--- config.mk ---
export PLATFORM = sky130hd
export DESIGN_NAME = button_debounce_keycode_report_core
export DESIGN_NICKNAME = d
export VERILOG_FILES = /design/src/bdkr_pkg.sv /design/src/bdkr_elapsed_cmp.sv /design/src/button_debounce_keycode_report_core.sv
export SDC_FILE = /design/constraint.sdc
export NUM_CORES = 1
export LEC_CHECK = 0
export ABC_AREA = 1
export BUFFER_PORTS_ARGS = -buffer_cell sky130_fd_sc_hd__buf_2
export CAP_MARGIN = 30
export CELL_PAD_IN_SITES_DETAIL_PLACEMENT = 0
export CELL_PAD_IN_SITES_GLOBAL_PLACEMENT = 1
export CORE_MARGIN = 5
export CORE_UTILIZATION = 46
export DETAILED_ROUTE_END_ITERATION = 10
export PLACE_DENSITY = 0.87
export SETUP_SLACK_MARGIN = 0.15
export SLEW_MARGIN = 40
export SYNTH_ARGS = -nofsm -noshare
export SYNTH_HDL_FRONTEND = slang
export SYNTH_SLANG_ARGS = --single-unit
--- constraint.sdc ---
create_clock -name clk -period 9.1 [get_ports clk]
set_clock_uncertainty 0.1 [all_clocks]
set_input_delay 0.91 -clock clk [delete_from_list [all_inputs] [get_ports clk]]
set_output_delay 0.91 -clock clk [all_outputs]
set_load 0.05 [all_outputs]
--- src/bdkr_pkg.sv ---
// ----------------------------------------------------------------------------
// bdkr_pkg
// Shared types and constants for the button debounce / keycode report block.
// ----------------------------------------------------------------------------
package bdkr_pkg;

	localparam int PORT_W    = 16;
	localparam int TIME_W    = 32;
	localparam int DEB_W     = 16;
	localparam int KEY_W     = 8;
	localparam int SLOTS     = 6;
	localparam int CNT_W     = 3;
	localparam int KIND_W    = 2;
	localparam int CFG_IDX_W = 2;
	localparam int CFG_W     = 64;
	localparam int ENTRY_W   = 4;

	// result kinds
	localparam logic [KIND_W-1:0] KIND_KEYS    = 2'd0;
	localparam logic [KIND_W-1:0] KIND_RELEASE = 2'd1;
	localparam logic [KIND_W-1:0] KIND_WAKEUP  = 2'd2;

	// register indexes
	localparam logic [CFG_IDX_W-1:0] REG_DEBOUNCE    = 2'd0;
	localparam logic [CFG_IDX_W-1:0] REG_PIN_ENABLE  = 2'd1;
	localparam logic [CFG_IDX_W-1:0] REG_KEYMAP_LOW  = 2'd2;
	localparam logic [CFG_IDX_W-1:0] REG_KEYMAP_HIGH = 2'd3;

	localparam logic [DEB_W-1:0]  DEBOUNCE_RST   = 16'd5;
	localparam logic [PORT_W-1:0] PIN_ENABLE_RST = 16'hF7FB;
	localparam logic [ENTRY_W-1:0] LAST_ENTRY    = 4'd15;

	typedef struct packed {
		logic [PORT_W-1:0] raw_port;
		logic [TIME_W-1:0] now_ms;
		logic              host_ready;
		logic              bus_suspended;
	} in_item_t;

	typedef struct packed {
		logic [KIND_W-1:0] result_kind;
		logic [KEY_W-1:0]  key_slot0;
		logic [KEY_W-1:0]  key_slot1;
		logic [KEY_W-1:0]  key_slot2;
		logic [KEY_W-1:0]  key_slot3;
		logic [KEY_W-1:0]  key_slot4;
		logic [KEY_W-1:0]  key_slot5;
		logic [CNT_W-1:0]  key_count;
	} out_item_t;

endpackage

--- src/bdkr_elapsed_cmp.sv ---
// ----------------------------------------------------------------------------
// bdkr_elapsed_cmp
// Shared elapsed-time unit: wrapping 32-bit subtract, compare against limit.
// ----------------------------------------------------------------------------
module bdkr_elapsed_cmp
	import bdkr_pkg::*;
(
	input  logic [TIME_W-1:0] now_ms,
	input  logic [TIME_W-1:0] last_ms,
	input  logic [DEB_W-1:0]  limit_ms,
	output logic              expired
);

	logic [TIME_W-1:0] elapsed;

	assign elapsed = now_ms - last_ms;
	assign expired = elapsed > {{(TIME_W-DEB_W){1'b0}}, limit_ms};

endmodule

--- src/button_debounce_keycode_report_core.sv ---
// ----------------------------------------------------------------------------
// button_debounce_keycode_report_core
// Polls an active-low button port, debounces each pin against a per-pin
// toggle timestamp and emits keyboard, release or wakeup results.
// ----------------------------------------------------------------------------
//  channel | signals                               | transfer when
//  --------+---------------------------------------+------------------------
//  in      | in_valid, in_ready, in_data           | in_valid & in_ready
//  out     | out_valid, out_ready, out_data        | out_valid & out_ready
//  cfg     | cfg_valid, cfg_ready, cfg_index/_data | cfg_valid & cfg_ready
//
//  Each poll compares the debounced word with the pins. When they differ,
//  the sequencer walks every pin through the shared elapsed-time comparator,
//  else it skips that walk; a key report then walks every pin again for
//  keycode packing. Polls without a key report skip the packing walk.
//  in_ready is high only while the sequencer idles; a finished result waits
//  in the output register, and the next poll stalls only at its own end.
//  Reset clears the debounced word, all timestamps and the reported flag.
// ----------------------------------------------------------------------------
module button_debounce_keycode_report_core
	import bdkr_pkg::*;
#(
	parameter int NUM_PINS = 16,
	parameter int MAX_KEYS = 6
) (
	input  logic                 clk,
	input  logic                 arst_n,
	input  logic                 in_valid,
	output logic                 in_ready,
	input  in_item_t             in_data,
	output logic                 out_valid,
	input  logic                 out_ready,
	output out_item_t            out_data,
	input  logic                 cfg_valid,
	output logic                 cfg_ready,
	input  logic [CFG_IDX_W-1:0] cfg_index,
	input  logic [CFG_W-1:0]     cfg_data
);

	localparam int PW = (NUM_PINS > 1) ? $clog2(NUM_PINS) : 1;
	localparam logic [PORT_W-1:0] PIN_SPACE = PORT_W'((32'd1 << NUM_PINS) - 32'd1);
	localparam logic [PW-1:0] LAST_PIN = PW'(NUM_PINS - 1);
	localparam logic [CNT_W-1:0] KEY_LIMIT = CNT_W'(MAX_KEYS);

	localparam logic [2:0] ST_IDLE   = 3'd0;
	localparam logic [2:0] ST_CMP    = 3'd1;
	localparam logic [2:0] ST_SCAN   = 3'd2;
	localparam logic [2:0] ST_DECIDE = 3'd3;
	localparam logic [2:0] ST_PACK   = 3'd4;
	localparam logic [2:0] ST_FINISH = 3'd5;

	logic [2:0]              state_q;
	logic [DEB_W-1:0]        debounce_q;
	logic [PORT_W-1:0]       pin_enable_q;
	logic [2*CFG_W-1:0]      keymap_q;
	logic [PORT_W-1:0]       stable_q;
	logic [TIME_W-1:0]       last_toggle_q [NUM_PINS];
	logic                    keys_reported_q;
	logic [PORT_W-1:0]       pressed_q;
	logic [TIME_W-1:0]       now_q;
	logic                    host_ready_q;
	logic                    suspended_q;
	logic                    changed_q;
	logic [PW-1:0]           pin_q;
	logic [CNT_W-1:0]        n_q;
	logic [KIND_W-1:0]       kind_q;
	logic [KEY_W-1:0]        slot_q [SLOTS];
	logic                    out_valid_q;
	out_item_t               out_q;

	logic [PORT_W-1:0]  enabled;
	logic [PORT_W-1:0]  pin_bit;
	logic               expired;
	logic [ENTRY_W-1:0] entry;
	logic [KEY_W-1:0]   keycode;
	logic               out_free;

	assign enabled   = pin_enable_q & PIN_SPACE;
	assign pin_bit   = PORT_W'(1) << pin_q;
	assign entry     = LAST_ENTRY - ENTRY_W'(pin_q);
	assign keycode   = keymap_q[entry*KEY_W +: KEY_W];
	assign out_free  = !out_valid_q || out_ready;
	assign in_ready  = (state_q == ST_IDLE);
	assign cfg_ready = 1'b1;
	assign out_valid = out_valid_q;
	assign out_data  = out_q;

	bdkr_elapsed_cmp u_cmp (
		.now_ms   (now_q),
		.last_ms  (last_toggle_q[pin_q]),
		.limit_ms (debounce_q),
		.expired  (expired)
	);

	// configuration registers
	always_ff @(posedge clk or negedge arst_n) begin
		if (!arst_n) begin
			debounce_q   <= DEBOUNCE_RST;
			pin_enable_q <= PIN_ENABLE_RST;
			keymap_q     <= '0;
		end else if (cfg_valid && cfg_ready) begin
			case (cfg_index)
				REG_DEBOUNCE:    debounce_q <= cfg_data[DEB_W-1:0];
				REG_PIN_ENABLE:  pin_enable_q <= cfg_data[PORT_W-1:0];
				REG_KEYMAP_LOW:  keymap_q[CFG_W-1:0] <= cfg_data;
				REG_KEYMAP_HIGH: keymap_q[2*CFG_W-1:CFG_W] <= cfg_data;
				default: ;
			endcase
		end
	end

	// per-pin toggle timestamps
	always_ff @(posedge clk or negedge arst_n) begin
		if (!arst_n) begin
			for (int i = 0; i < NUM_PINS; i++) last_toggle_q[i] <= '0;
		end else if (state_q == ST_SCAN && (enabled & pin_bit) != '0 &&
				((stable_q ^ pressed_q) & pin_bit) != '0 && expired) begin
			last_toggle_q[pin_q] <= now_q;
		end
	end

	// poll capture
	always_ff @(posedge clk) begin
		if (in_valid && in_ready) begin
			pressed_q    <= ~in_data.raw_port & enabled;
			now_q        <= in_data.now_ms;
			host_ready_q <= in_data.host_ready;
			suspended_q  <= in_data.bus_suspended;
		end
	end

	// sequencer
	always_ff @(posedge clk or negedge arst_n) begin
		if (!arst_n) begin
			state_q         <= ST_IDLE;
			stable_q        <= '0;
			keys_reported_q <= 1'b0;
			changed_q       <= 1'b0;
			pin_q           <= '0;
			n_q             <= '0;
			kind_q          <= KIND_KEYS;
			for (int i = 0; i < SLOTS; i++) slot_q[i] <= '0;
		end else begin
			case (state_q)
				ST_IDLE: begin
					if (in_valid) state_q <= ST_CMP;
				end
				ST_CMP: begin
					pin_q <= '0;
					if (stable_q == pressed_q) begin
						changed_q <= (stable_q != '0);
						state_q   <= ST_DECIDE;
					end else begin
						changed_q <= 1'b1;
						state_q   <= ST_SCAN;
					end
				end
				ST_SCAN: begin
					if ((enabled & pin_bit) != '0 &&
							((stable_q ^ pressed_q) & pin_bit) != '0 && expired)
						stable_q <= stable_q ^ pin_bit;
					pin_q <= pin_q + PW'(1);
					if (pin_q == LAST_PIN) state_q <= ST_DECIDE;
				end
				ST_DECIDE: begin
					n_q   <= '0;
					pin_q <= '0;
					for (int i = 0; i < SLOTS; i++) slot_q[i] <= '0;
					if (suspended_q && changed_q) begin
						kind_q  <= KIND_WAKEUP;
						state_q <= ST_FINISH;
					end else if (!host_ready_q) begin
						state_q <= ST_IDLE;
					end else if (changed_q) begin
						kind_q  <= KIND_KEYS;
						state_q <= ST_PACK;
					end else if (keys_reported_q) begin
						keys_reported_q <= 1'b0;
						kind_q          <= KIND_RELEASE;
						state_q         <= ST_FINISH;
					end else begin
						state_q <= ST_IDLE;
					end
				end
				ST_PACK: begin
					if ((stable_q & pin_bit) != '0 && n_q < KEY_LIMIT) begin
						slot_q[n_q] <= keycode;
						n_q         <= n_q + CNT_W'(1);
					end
					pin_q <= pin_q + PW'(1);
					if (pin_q == LAST_PIN) begin
						keys_reported_q <= 1'b1;
						state_q         <= ST_FINISH;
					end
				end
				ST_FINISH: begin
					if (out_free) state_q <= ST_IDLE;
				end
				default: state_q <= ST_IDLE;
			endcase
		end
	end

	// result valid flag
	always_ff @(posedge clk or negedge arst_n) begin
		if (!arst_n) begin
			out_valid_q <= 1'b0;
		end else if (state_q == ST_FINISH && out_free) begin
			out_valid_q <= 1'b1;
		end else if (out_ready) begin
			out_valid_q <= 1'b0;
		end
	end

	// output register
	always_ff @(posedge clk) begin
		if (state_q == ST_FINISH && out_free) begin
			out_q.result_kind <= kind_q;
			out_q.key_slot0   <= slot_q[0];
			out_q.key_slot1   <= slot_q[1];
			out_q.key_slot2   <= slot_q[2];
			out_q.key_slot3   <= slot_q[3];
			out_q.key_slot4   <= slot_q[4];
			out_q.key_slot5   <= slot_q[5];
			out_q.key_count   <= n_q;
		end
	end

	a_kind_legal: assert property (@(posedge clk) disable iff (!arst_n)
		out_valid |-> (out_data.result_kind == KIND_KEYS ||
			out_data.result_kind == KIND_RELEASE ||
			out_data.result_kind == KIND_WAKEUP))
		else $error("illegal result kind");

	a_empty_nonkey: assert property (@(posedge clk) disable iff (!arst_n)
		out_valid && out_data.result_kind != KIND_KEYS |-> out_data.key_count == '0)
		else $error("release or wakeup carries keys");

	a_count_limit: assert property (@(posedge clk) disable iff (!arst_n)
		out_valid |-> out_data.key_count <= KEY_LIMIT)
		else $error("key count above limit");

	a_stable_space: assert property (@(posedge clk) disable iff (!arst_n)
		(stable_q & ~PIN_SPACE) == '0)
		else $error("debounced bit outside pin space");

	a_busy_no_accept: assert property (@(posedge clk) disable iff (!arst_n)
		in_valid && in_ready |=> !in_ready)
		else $error("poll accepted while busy");

endmodule
==> metrics.txt <==
DR iter-0 viols 4,868; Worst setup startpoint pin_q[0]; CTS H-tree depth 3; area post-placement 0.04393 mm²; crit path DAT 7.80 ns; Seq/Total Area, Yosys 51.86%; initial antenna violation count 6; first-pass GRT wire length 226,300 µm; GPL Wtd Cong 0.9517; Hold Fails Final Rpt 0; TritonCTS clock tree yes; Setup crit start kind flop; fmax 136.1 MHz; switching part of the total 41.50%; number of flops mapped to enable cells by yosys 103; FF-to-FF path depth 31; area leader, netlist dfrtp_1; Mean Syn Cell Area 8.219 µm²; DR top layer met5; most frequent CP cell nand2_1; Synth Warn # 0; Layout Nets 5,265; WL met1 61,900 µm; Max Cap Violations 0; Via density 6.019; top-count cell post-synth nand2_1; DRC errors left 0; Worst Hold Class input port to flop; overall die area 0.09798 mm²; Root Buffer clkbuf_16; port bufs 175; setup ws final 1.752 ns; Lkg Pwr 23.73 nW; Worst R2R Start pin_q[0]; flop2flop setup slack 1.75 ns; critical path's slowest cell a221oi_1; Slew Viols, Final 0; IO Count 177; sequential share of power 33.0%; Sw Pwr 0.005941 W; DR vias 38,131; Die X 313.0 µm; # rows 111; DRT Pass-1 Iters 6; met2 wire len 65,580 µm; Yosys top cell area share 43.54%; Max stage delay on crit path 0.71 ns; GRT Util Overall 29.39%; Starting Density 46.22%; FFs w/ async S/R, synth 87.94%; synth cell count leaders 1,582 x nand2_1, 735 x dfrtp_1, 534 x nand4_1, 519 x o21ai_0, 415 x nor2_1; number of distinct library cells after synthesis 41; cell area after synthesis 0.04224 mm²; clock slew at reported path FFs 0.06 ns; Post CTS Setup Buffer Count 0; Pwr Density 302.7 mW/mm²; Setup crit end kind flop; Tmin final 7.348 ns; Internal Power 0.008375 W; DP Wirelength 88,990 µm; largest net degree at the start of global routing 185; crit path max fanout 138; vias in the first global route 36,520; share of layout cells above drive strength 1 9.751%; Remaining Overflow, GRT 0; Slew @ Worst Pin 0.9192 ns; metal3 WL 14,740 µm; setup TNS after final layout 0 ns; Layout Cell Area excl Fill 0.04729 mm²; Die H 313.0 µm; WL final 147,000 µm; Core Box Area 0.09139 mm²; routed len/inst 23.21 µm; max_slew headroom 38.72%; RSZ-0062 raised after global routing no; Routed Antenna Nets 0; top cells by area, synth dfrtp_1 44%, nand2_1 14%, nand4_1 7.9%, edfxtp_1 7.3%, o21ai_0 6.1%; critical path capture point last_toggle_q[463]; CP Class flop to flop; # setup viols final 0; DP Worst Slack 2.045 ns; outcome finished clean; Area Growth Syn to Fin 11.97%; Gate power share 39.2%; Worst-Skew Late Latency 0.68 ns; clock sink count 854; CTS Buf Count 93; worst vdd ir 0.2902 mV; fin crit share 80.74%; worst reg2reg endpoint last_toggle_q[463]; Mapped Nets 5,333; Main synth FF type dfrtp_1; Longest Clk Path Bufs 3; Critical Path RT 9.55 ns; overall power 0.01432 W; Seq cells post-synth 854; Clock power frac 27.8%; synthesized instance count 5,139
[state kept, by name, indices dropped and copies added (netlist names), 32 cells and up]
signal,cells
last_toggle_q,512
keymap_q,128
slot_q,48
out_data,53
now_q,32
[layer usage]
| layer | up-vias | GRT usage, % |
|---|---|---|
| li1 | 17249 | - |
| met1 | 18610 | 42.22 |
| met2 | 1949 | 45.01 |
| met3 | 321 | 6.182 |
| met4 | 2 | 9.261 |
| met5 | - | 0 |
[worst min path at each step]
| stage | start | to | slack, ns | cells after the start |
|---|---|---|---|---|
| 2_1_floorplan | kind_q[0] | out_data[51] | 0.32 | 0 |
| 3_3_place_gp | slot_q[42] | out_data[45] | 0.33 | 0 |
| 3_5_place_dp | slot_q[34] | out_data[37] | 0.33 | 0 |
| 4_1_cts | arst_n | keymap_q[121] | 0.17 | 1 |
| 5_1_grt | in_data[15] | now_q[13] | 0.28 | 1 |
| 6_report | in_data[33] | now_q[31] | 0.31 | 1 |
[critical path, delay by kind of cell, from the launching register on]
family,cells,cell delay (ns)
DFF,1,0.50
AOI/OAI and AO/OA,4,1.45
adders and majority gates,2,0.73
and+or+nand+nor,20,2.72
xor gates and xnor gates,1,0.18
buffers and inverters,4,1.23
[power by group through the flow]
stage	clock [W]	combinational [W]	sequential [W]
final	0.00398	0.00562	0.00472
after global routing	0.00420	0.00620	0.00477
after CTS	0.00402	0.00548	0.00473
after detailed placement	0	0.00546	0.00479
after global placement	0	0.00538	0.00479
after floorplan	0	0.00373	0.00465
[per-stage QoR]
step / utilization [%] / hold slack [ns] / cells
finish: 51.75 / 0.3113 / 6335
global route: 51.75 / 0.2810 / 6334
CTS: 51.56 / 0.1699 / 6323
detailed placement: 48.07 / 0.3327 / 6151
global placement: 47.74 / 0.3287 / 6140
floorplan: - / 0.3249 / 5139
[timing repair]
| action | CTS | global route |
|---|---|---|
| hold buffers | 0 | 1 |
| gates resized for setup | 0 | 0 |
| hold endpoints to repair | 0 | 24 |
[cell families after synthesis]
| family | Yosys count | share of synthesized area [%] |
|---|---|---|
| AND/OR/NAND/NOR | 2659 | 27.49 |
| flip-flops | 854 | 51.86 |
| AO/OA/AOI/OAI | 815 | 10.93 |
| buffers and inverters | 705 | 6.869 |
| adder cells (fa/ha/maj) | 73 | 2.180 |
| XOR/XNOR | 32 | 0.6635 |
| other | 1 | 0.008878 |
[final cells by class]
class / count / area [µm²]
multi-input cells: 3580 / 17630
clock inverters: 45 / 570.5
well taps: 1186 / 1484
fillers: 8640 / 44090
clock buffers: 127 / 2616
flip-flops and latches: 854 / 21910
inverters: 263 / 1006
diodes: 1 / 2.502
repair buffers: 279 / 2067
[layout by cell type (no fill, tap or decap), types with 12 or more instances in the layout]
cell type	count
a21oi_1	34
a221oi_1	30
a22o_1	53
buf_12	13
buf_2	174
buf_4	65
clkbuf_1	19
clkbuf_16	94
clkbuf_8	15
clkinv_2	15
dfrtp_1	733
dfstp_2	16
edfxtp_1	103
ha_1	72
inv_1	244
inv_2	14
nand2_1	1582
nand3_1	59
nand4_1	534
nor2_1	409
nor2_4	15
nor3_1	15
nor4_1	12
o21ai_0	518
o22ai_1	163
xnor2_1	15
xor2_1	17
Note: power is estimated with default switching activity, not from simulation.
